### src/rtl/core/rac_pkg.sv
// Shared types, constants and the tone table for the 12-hour alarm clock.
// Used by every module of rtc_alarm_countdown; depends on nothing else.
`timescale 1ns / 1ps

package rac_pkg;

   localparam int HourWidth   = 4;
   localparam int MinuteWidth = 6;
   localparam int SecondWidth = 6;
   localparam int ToneWidth   = 19;
   localparam int CountWidth  = 16;
   localparam int CsrIdxWidth = 3;
   localparam int CsrDataWidth = 6;

   localparam logic [6:0] SecsPerMin   = 7'd60;
   localparam logic [6:0] MinsPerHour  = 7'd60;
   localparam logic [4:0] HoursPerFrame = 5'd12;

   // Configuration register indexes
   localparam logic [CsrIdxWidth-1:0] CsrAlarmHour   = 3'd0;
   localparam logic [CsrIdxWidth-1:0] CsrAlarmMinute = 3'd1;
   localparam logic [CsrIdxWidth-1:0] CsrAlarmEnable = 3'd2;
   localparam logic [CsrIdxWidth-1:0] CsrRunMode     = 3'd3;
   localparam logic [CsrIdxWidth-1:0] CsrToneSelect  = 3'd4;

   // Item operations
   localparam logic OpTick = 1'b0;
   localparam logic OpLoad = 1'b1;

   localparam logic [2:0] ModeRun = 3'd0;

   typedef struct packed {
      logic [HourWidth-1:0]   alarm_hour;
      logic [MinuteWidth-1:0] alarm_minute;
      logic                   alarm_enable;
      logic [2:0]             run_mode;
      logic [1:0]             tone_select;
   } cfg_type;

   // One classified item on its way from the front to the back.
   typedef struct packed {
      logic [HourWidth-1:0]   hour;
      logic [MinuteWidth-1:0] minute;
      logic [SecondWidth-1:0] second;
      logic                   fire;
   } entry_type;

   function automatic logic [ToneWidth-1:0] tone_period(input logic [1:0] sel);
      logic [ToneWidth-1:0] period;
      case (sel)
         2'd0:    period = 19'd25000;
         2'd1:    period = 19'd110000;
         2'd2:    period = 19'd210000;
         default: period = 19'd310000;
      endcase
      return period;
   endfunction

   // Seconds since the start of the 12-hour frame; hours are taken modulo 12.
   function automatic logic [CountWidth-1:0] frame_seconds(
      input logic [HourWidth-1:0]   hour,
      input logic [MinuteWidth-1:0] minute,
      input logic [SecondWidth-1:0] second
   );
      logic [HourWidth-1:0] hour_mod;
      hour_mod = ({1'b0, hour} >= HoursPerFrame) ? hour - 4'd12 : hour;
      return CountWidth'(hour_mod * 16'd3600) + CountWidth'(minute * 12'd60)
             + CountWidth'(second);
   endfunction

endpackage

### src/rtl/core/rac_front.sv
// Front end of the alarm clock: holds the time of day, applies ticks and loads,
// and flags the alarm match on ticks. Depends on rac_pkg.
`timescale 1ns / 1ps

module rac_front (
   input  logic                                clock,
   input  logic                                reset,
   input  logic                                accept,
   input  logic                                operation,
   input  logic [rac_pkg::HourWidth-1:0]       load_hour,
   input  logic [rac_pkg::MinuteWidth-1:0]     load_minute,
   input  logic [rac_pkg::SecondWidth-1:0]     load_second,
   input  rac_pkg::cfg_type                    cfg,
   output rac_pkg::entry_type                  entry
);

   logic [rac_pkg::HourWidth-1:0]   hour_ff,   hour_in;
   logic [rac_pkg::MinuteWidth-1:0] minute_ff, minute_in;
   logic [rac_pkg::SecondWidth-1:0] second_ff, second_in;
   logic [6:0] sec_inc;
   logic [6:0] min_inc;
   logic [4:0] hour_inc;
   logic       fire;

   assign sec_inc  = {1'b0, second_ff} + 7'd1;
   assign min_inc  = {1'b0, minute_ff} + 7'd1;
   assign hour_inc = {1'b0, hour_ff} + 5'd1;

   always_comb begin
      hour_in   = hour_ff;
      minute_in = minute_ff;
      second_in = second_ff;
      fire      = 1'b0;
      if (operation == rac_pkg::OpLoad) begin
         hour_in   = load_hour;
         minute_in = load_minute;
         second_in = load_second;
      end else begin
         second_in = sec_inc[5:0];
         if (sec_inc >= rac_pkg::SecsPerMin) begin
            second_in = '0;
            minute_in = min_inc[5:0];
            if (min_inc >= rac_pkg::MinsPerHour) begin
               minute_in = '0;
               hour_in   = (hour_inc > rac_pkg::HoursPerFrame) ? 4'd1 : hour_inc[3:0];
            end
         end
         fire = cfg.alarm_enable && (hour_in == cfg.alarm_hour)
                && (minute_in == cfg.alarm_minute) && (second_in == '0);
      end
   end

   always_ff @(posedge clock) begin
      if (reset) begin
         hour_ff   <= 4'd12;
         minute_ff <= '0;
         second_ff <= '0;
      end else if (accept) begin
         hour_ff   <= hour_in;
         minute_ff <= minute_in;
         second_ff <= second_in;
      end
   end

   assign entry.hour   = hour_in;
   assign entry.minute = minute_in;
   assign entry.second = second_in;
   assign entry.fire   = fire;

endmodule

### src/rtl/core/rac_queue.sv
// Two-entry queue of classified items between the front and back ends.
// Depends on rac_pkg.
`timescale 1ns / 1ps

module rac_queue (
   input  logic               clock,
   input  logic               reset,
   input  logic               push,
   input  rac_pkg::entry_type push_entry,
   output logic               full,
   input  logic               pop,
   output logic               not_empty,
   output rac_pkg::entry_type head
);

   rac_pkg::entry_type slot_ff [2];
   logic       wr_ptr_ff, wr_ptr_in;
   logic       rd_ptr_ff, rd_ptr_in;
   logic [1:0] count_ff,  count_in;

   assign full      = (count_ff == 2'd2);
   assign not_empty = (count_ff != 2'd0);
   assign head      = slot_ff[rd_ptr_ff];

   always_comb begin
      wr_ptr_in = push ? ~wr_ptr_ff : wr_ptr_ff;
      rd_ptr_in = pop ? ~rd_ptr_ff : rd_ptr_ff;
      count_in  = count_ff + {1'b0, push} - {1'b0, pop};
   end

   always_ff @(posedge clock) begin
      if (reset) begin
         wr_ptr_ff <= 1'b0;
         rd_ptr_ff <= 1'b0;
         count_ff  <= '0;
      end else begin
         wr_ptr_ff <= wr_ptr_in;
         rd_ptr_ff <= rd_ptr_in;
         count_ff  <= count_in;
      end
   end

   always_ff @(posedge clock) begin
      if (push) begin
         slot_ff[wr_ptr_ff] <= push_entry;
      end
   end

endmodule

### src/rtl/core/rac_back.sv
// Back end of the alarm clock: works out the countdown to the alarm, keeps the
// latched total and holds the result register. Depends on rac_pkg.
`timescale 1ns / 1ps

module rac_back (
   input  logic                                 clock,
   input  logic                                 reset,
   input  logic                                 not_empty,
   input  rac_pkg::entry_type                   head,
   output logic                                 pop,
   input  rac_pkg::cfg_type                     cfg,
   output logic                                 rsp_valid,
   input  logic                                 rsp_ready,
   output logic [rac_pkg::HourWidth-1:0]        rsp_hours,
   output logic [rac_pkg::MinuteWidth-1:0]      rsp_minutes,
   output logic [rac_pkg::SecondWidth-1:0]      rsp_seconds,
   output logic                                 rsp_alarm_fire,
   output logic [rac_pkg::ToneWidth-1:0]        rsp_tone_period,
   output logic [rac_pkg::CountWidth-1:0]       rsp_remaining_seconds,
   output logic [rac_pkg::CountWidth-1:0]       rsp_total_seconds
);

   logic                              valid_ff;
   logic [rac_pkg::CountWidth-1:0]    total_ff, total_in;
   logic [rac_pkg::CountWidth-1:0]    remain_in;
   logic [rac_pkg::CountWidth-1:0]    now_s;
   logic [rac_pkg::CountWidth-1:0]    alarm_s;
   rac_pkg::entry_type                out_ff;
   logic [rac_pkg::ToneWidth-1:0]     tone_ff;
   logic [rac_pkg::CountWidth-1:0]    remain_ff;

   assign pop = not_empty && (!valid_ff || rsp_ready);

   assign now_s   = rac_pkg::frame_seconds(head.hour, head.minute, head.second);
   assign alarm_s = rac_pkg::frame_seconds(cfg.alarm_hour, cfg.alarm_minute, '0);

   always_comb begin
      remain_in = '0;
      total_in  = '0;
      if (cfg.run_mode == rac_pkg::ModeRun && cfg.alarm_enable) begin
         remain_in = (alarm_s > now_s) ? alarm_s - now_s : '0;
         total_in  = (total_ff == '0 && remain_in != '0) ? remain_in : total_ff;
      end
   end

   always_ff @(posedge clock) begin
      if (reset) begin
         valid_ff <= 1'b0;
         total_ff <= '0;
      end else begin
         if (pop) begin
            valid_ff <= 1'b1;
            total_ff <= total_in;
         end else if (rsp_ready) begin
            valid_ff <= 1'b0;
         end
      end
   end

   always_ff @(posedge clock) begin
      if (pop) begin
         out_ff    <= head;
         tone_ff   <= head.fire ? rac_pkg::tone_period(cfg.tone_select) : '0;
         remain_ff <= remain_in;
      end
   end

   assign rsp_valid             = valid_ff;
   assign rsp_hours             = out_ff.hour;
   assign rsp_minutes           = out_ff.minute;
   assign rsp_seconds           = out_ff.second;
   assign rsp_alarm_fire        = out_ff.fire;
   assign rsp_tone_period       = tone_ff;
   assign rsp_remaining_seconds = remain_ff;
   assign rsp_total_seconds     = total_ff;

endmodule

### src/rtl/core/rtc_alarm_countdown.sv
// Top level of the 12-hour real-time clock with alarm and countdown.
// Depends on rac_pkg, rac_front, rac_queue and rac_back.
`timescale 1ns / 1ps

// The block keeps a 12-hour time of day. Each request transfer is either a
// one-second tick or a load of hour, minute and second, and yields exactly one
// response transfer with the new time, an alarm flag with its tone period, and
// the countdown to the alarm together with the latched countdown total. The
// block takes one request every clock cycle while the queue has room; a
// response is registered first in a queue slot and then in the output
// register, and the two-entry queue lets the request side keep going
// for a while when the response side stalls. Configuration registers are
// written through the csr_ port at any cycle with csr_we high and take effect
// at once; they should be changed only while no request is in flight.

module rtc_alarm_countdown (
   input  logic                                clock,
   input  logic                                reset,
   // request channel
   input  logic                                req_valid,
   output logic                                req_ready,
   input  logic                                req_operation,
   input  logic [rac_pkg::HourWidth-1:0]       req_load_hour,
   input  logic [rac_pkg::MinuteWidth-1:0]     req_load_minute,
   input  logic [rac_pkg::SecondWidth-1:0]     req_load_second,
   // response channel
   output logic                                rsp_valid,
   input  logic                                rsp_ready,
   output logic [rac_pkg::HourWidth-1:0]       rsp_hours,
   output logic [rac_pkg::MinuteWidth-1:0]     rsp_minutes,
   output logic [rac_pkg::SecondWidth-1:0]     rsp_seconds,
   output logic                                rsp_alarm_fire,
   output logic [rac_pkg::ToneWidth-1:0]       rsp_tone_period,
   output logic [rac_pkg::CountWidth-1:0]      rsp_remaining_seconds,
   output logic [rac_pkg::CountWidth-1:0]      rsp_total_seconds,
   // configuration write port
   input  logic                                csr_we,
   input  logic [rac_pkg::CsrIdxWidth-1:0]     csr_index,
   input  logic [rac_pkg::CsrDataWidth-1:0]    csr_wdata
);

   rac_pkg::cfg_type   cfg_ff;
   rac_pkg::entry_type front_entry;
   rac_pkg::entry_type queue_head;
   logic               accept;
   logic               queue_full;
   logic               queue_not_empty;
   logic               queue_pop;

   // Configuration registers. Unknown indexes are ignored.
   always_ff @(posedge clock) begin
      if (reset) begin
         cfg_ff.alarm_hour   <= 4'd6;
         cfg_ff.alarm_minute <= '0;
         cfg_ff.alarm_enable <= 1'b1;
         cfg_ff.run_mode     <= rac_pkg::ModeRun;
         cfg_ff.tone_select  <= '0;
      end else if (csr_we) begin
         case (csr_index)
            rac_pkg::CsrAlarmHour:   cfg_ff.alarm_hour   <= csr_wdata[3:0];
            rac_pkg::CsrAlarmMinute: cfg_ff.alarm_minute <= csr_wdata[5:0];
            rac_pkg::CsrAlarmEnable: cfg_ff.alarm_enable <= csr_wdata[0];
            rac_pkg::CsrRunMode:     cfg_ff.run_mode     <= csr_wdata[2:0];
            rac_pkg::CsrToneSelect:  cfg_ff.tone_select  <= csr_wdata[1:0];
            default: ;
         endcase
      end
   end

   // A request is taken whenever the queue has room.
   assign req_ready = !queue_full;
   assign accept    = req_valid && req_ready;

   // Front end: updates the time and flags an alarm match on a tick as the item arrives.
   rac_front u_front (
      .clock       (clock),
      .reset       (reset),
      .accept      (accept),
      .operation   (req_operation),
      .load_hour   (req_load_hour),
      .load_minute (req_load_minute),
      .load_second (req_load_second),
      .cfg         (cfg_ff),
      .entry       (front_entry)
   );

   rac_queue u_queue (
      .clock      (clock),
      .reset      (reset),
      .push       (accept),
      .push_entry (front_entry),
      .full       (queue_full),
      .pop        (queue_pop),
      .not_empty  (queue_not_empty),
      .head       (queue_head)
   );

   // Back end: countdown, latched total and the response register.
   rac_back u_back (
      .clock                 (clock),
      .reset                 (reset),
      .not_empty             (queue_not_empty),
      .head                  (queue_head),
      .pop                   (queue_pop),
      .cfg                   (cfg_ff),
      .rsp_valid             (rsp_valid),
      .rsp_ready             (rsp_ready),
      .rsp_hours             (rsp_hours),
      .rsp_minutes           (rsp_minutes),
      .rsp_seconds           (rsp_seconds),
      .rsp_alarm_fire        (rsp_alarm_fire),
      .rsp_tone_period       (rsp_tone_period),
      .rsp_remaining_seconds (rsp_remaining_seconds),
      .rsp_total_seconds     (rsp_total_seconds)
   );

endmodule
### config.mk
export PLATFORM = sky130hd
export DESIGN_NAME = rtc_alarm_countdown
export DESIGN_NICKNAME = d
export VERILOG_FILES = /design/src/rtl/core/rac_pkg.sv /design/src/rtl/core/rac_front.sv /design/src/rtl/core/rac_queue.sv /design/src/rtl/core/rac_back.sv /design/src/rtl/core/rtc_alarm_countdown.sv
export SDC_FILE = /design/constraint.sdc
export NUM_CORES = 1
export LEC_CHECK = 0
export BUFFER_PORTS_ARGS = -buffer_cell sky130_fd_sc_hd__buf_4
export CORE_ASPECT_RATIO = 0.5
export CORE_MARGIN = 2
export CORE_UTILIZATION = 55
export CTS_CLUSTER_DIAMETER = 60
export DETAILED_ROUTE_END_ITERATION = 6
export PLACE_DENSITY = 0.79
export SYNTH_ARGS = -nofsm -noshare
export SYNTH_HDL_FRONTEND = slang
export SYNTH_HIERARCHICAL = 1
export SYNTH_SLANG_ARGS = --single-unit
### constraint.sdc
create_clock -name clock -period 6.34 [get_ports clock]
set_input_delay 0.634 -clock clock [delete_from_list [all_inputs] [get_ports clock]]
set_output_delay 0.634 -clock clock [all_outputs]
set_load 0.005 [all_outputs]
==> run metrics <==
status finished with violations; violations in the final reports setup timing; Synth Register Bits 131; start point of the worst hold path csr_wdata[0]; first drt pass iteration count 5; worst min-delay path endpoint cfg_ff[5]; Final WS setup -135 ps; most instantiated library cell after synthesis sky130_fd_sc_hd__inv_1; die height 99.4 um; filler cell count in the final layout 1276; growth of design area from synthesis to finish 21.5%; highest fanout seen on the critical path 6; synthesized area per cell 9.75 um2; cell type with the highest aggregate area in the netlist sky130_fd_sc_hd__edfxtp_1; Post-synth top flop sky130_fd_sc_hd__edfxtp_1; clock-pin transition on the worst setup and hold timing paths 70 ps; global-route wire length before repair 41100 um; clock tree root driver cell sky130_fd_sc_hd__clkbuf_16; initial core utilization 56.9%; crit end category flop; class of the most critical setup path reg -> reg; path class of the lowest-slack min-delay path in -> reg; number of top-level pins 101; number of antenna violations at the first check in global routing 0; number of H-tree branching levels 4; insertion delay to the later sink of the worst-skew pair 440 ps; final-report setup violation count 14; number of distinct library cells after synthesis 81; final setup TNS -1560 ps; Synth Area in Compound Gates 15.4%; number of CTS-inserted buffers 17; dominant combinational cell family by area after synthesis adder cells; Final Hold Vio Count 0; footprint of the multi-input gates 0.00623 mm2; element type at the critical path start flop; simple logic cell fraction of the synthesized area 15.7%; worst-case reg-to-reg path depth 23; Global Route Usage Sum 26.6%; # clock sinks 131; Sequential cell area 0.00340 mm2; residual DRC count 0; vias in the first global route 8121; part of the Yosys area used for sequential elements 33.9%; DR iter-0 viols 675; Routed Antenna Nets 0; Cells on Worst Hold Path 3; CTS tree done; area share of fa/ha/maj cells after synthesis 17.3%; top post-synthesis cells by count sky130_fd_sc_hd__inv_1, sky130_fd_sc_hd__ha_1, sky130_fd_sc_hd__edfxtp_1, sky130_fd_sc_hd__a21oi_1, sky130_fd_sc_hd__nand2_1; transition time at the pin with the least slew margin 784 ps; drt via density 5.96; Cell Area, Synth 0.0100 mm2; fin. max-slew vios 0; drt wl/cell 18.1 um; CTS Hold Buffers Added 0; number of nets at the end of the flow 1313; number of rows created at floorplan 34; reported max-cap violation count 0; pin count of the biggest net entering global routing 62; r2r endpoint u_back/rsp_total_seconds[0]; final critical-path required period 6480 ps; count of flip-flops with a built-in enable after synthesis 77; total gr overflow 0; die extent in x 195 um; Yosys warning count 6; clock tree buffer depth 2; die area 0.0193 mm2; post-DP HPWL 19000 um; fraction of final layout cells sized beyond drive strength 1 26.9%; gpl congestion 0.971; worst slew margin relative to its limit 47.7%; final cycle utilization of the critical path 102%; drt total wl 25500 um; largest cells by area after synthesis sky130_fd_sc_hd__edfxtp_1, sky130_fd_sc_hd__ha_1, sky130_fd_sc_hd__dfxtp_1; Max Clk Rate 154 MHz; area share of the leading cell type in the synthesized netlist 23.1%; proportion of synthesized flip-flops having asynchronous set or reset 0%; total number of vias 8373; ant diodes 0; setup repair after global routing missed its margin yes; count of input and output buffers 97; area inside the core boundary 0.0176 mm2; data required time at the worst endpoint 6620 ps; data arrival time of the critical path 6760 ps; R2R setup slack -140 ps; portion of netlist area occupied by mux cells 5.97%; share of the synthesized netlist area taken by xor and xnor gates 4.78%; Post-Route Skew 17.5 ps; Mapped Cells 1026
worst max-delay path: stages, from the launching register on:
cell	delay (ps)
sky130_fd_sc_hd__dfxtp_4	400
sky130_fd_sc_hd__mux2_4	340
sky130_fd_sc_hd__fa_1	510
sky130_fd_sc_hd__fa_1	520
sky130_fd_sc_hd__inv_1	60
sky130_fd_sc_hd__fa_2	520
sky130_fd_sc_hd__inv_2	40
sky130_fd_sc_hd__fa_1	520
sky130_fd_sc_hd__ha_4	220
sky130_fd_sc_hd__a21oi_2	170
sky130_fd_sc_hd__o21ai_1	110
sky130_fd_sc_hd__a21oi_2	220
sky130_fd_sc_hd__nor2b_1	80
sky130_fd_sc_hd__o21ai_1	140
sky130_fd_sc_hd__xor2_1	90
sky130_fd_sc_hd__ha_2	390
sky130_fd_sc_hd__nand4_1	150
sky130_fd_sc_hd__o221a_2	290
sky130_fd_sc_hd__a211o_1	310
sky130_fd_sc_hd__a31oi_1	210
sky130_fd_sc_hd__nand4_1	240
sky130_fd_sc_hd__or4_4	630
sky130_fd_sc_hd__nand3_2	100
sky130_fd_sc_hd__a21oi_1	50
per-stage QoR:
stage               util [%]  instance area [um2]  hold WS, ps  setup WS (ps)  cells
detailed placement      63.6                11200          474           -224   1361
global placement        63.6                11200          464          -40.4   1361
finish                  69.1                12100          471           -135   1405
floorplan                  -                10000          453           1.93   1028
global route            69.1                12100          483           -379   1405
CTS                     67.7                11900          473          -18.9   1400
flip-flops by register name, summed over array words and instances (netlist names), named ones only:
name                          flops
u_queue/slot_ff                  34
u_back/rsp_seconds                6
u_queue/count_ff                  2
u_back/rsp_hours                  4
u_front/second_ff                 6
u_back/rsp_total_seconds         16
u_queue/wr_ptr_ff                 1
u_queue/rd_ptr_ff                 1
cfg_ff                           16
u_back/rsp_minutes                6
u_front/hour_ff                   4
u_front/minute_ff                 6
u_back/rsp_remaining_seconds     16
u_back/rsp_alarm_fire             1
u_back/rsp_tone_period           10
u_back/rsp_valid                  1
repair_timing:
action | in CTS | in global routing
buffers inserted | 6 | 5
pin swaps | 13 | 19
setup endpoints to repair | 28 | 32
gates resized for setup | 17 | 56
gates cloned | 1 | 0
worst max path at each step:
stage	start	slack (ps)	endpoint
final	flop	-140	u_back/rsp_total_seconds[0]
after CTS	flop	-20	u_back/rsp_total_seconds[6]
after floorplan	flop	2	u_back/rsp_total_seconds[10]
after global routing	flop	-380	u_back/rsp_total_seconds[13]
after global placement	flop	-40	u_back/rsp_total_seconds[12]
after detailed placement	flop	-220	u_back/rsp_total_seconds[12]
cell families after synthesis:
| group | after synthesis |
|---|---|
| fa+ha+maj | 124 |
| buf+inv | 154 |
| compound gates | 231 |
| flops | 131 |
| xor+xnor | 53 |
| other cells | 1 |
| mux | 53 |
| simple gates | 279 |
cells in the final DEF, fill, tap and decap left out, drive strengths merged, types with 5 or more instances in the layout:
cell type  count
nor2          54
o21a           6
a21oi         74
a21o          15
o31ai          5
xnor2         37
or3           11
clkbuf        17
edfxtp        77
ha           100
nand2b        31
nand2         56
o22ai          7
o21ai         44
xor2          15
dfxtp         54
fa            24
nand4          7
o21bai        10
buf          159
nor3          17
nor4           7
a31oi          6
nor2b         17
mux2i         30
a211oi        12
o221ai         8
and2          12
inv          114
o211ai         9
mux2          23
nand3         36
per-layer routing:
metal / share of wire [%] / track usage (%) / vias to the layer above
met5: 0 / 0 / -
met4: 1.4 / 8.46 / 0
met3: 5.6 / 4.85 / 36
met2: 48 / 44.2 / 292
met1: 45 / 35.7 / 4111
li1: - / - / 3934
cell type report:
cell class,count,area share (%)
clock inverters,15,1.56
repair buffers,159,10.0
multi-input cells,744,51.3
inverters,105,3.27
well taps,234,2.41
clock buffers,17,3.50
flip-flops and latches,131,28.0
Power is left out: the tool's default activity adds up to more than one toggle a clock period on the data nets, which glitch-free logic cannot reach.
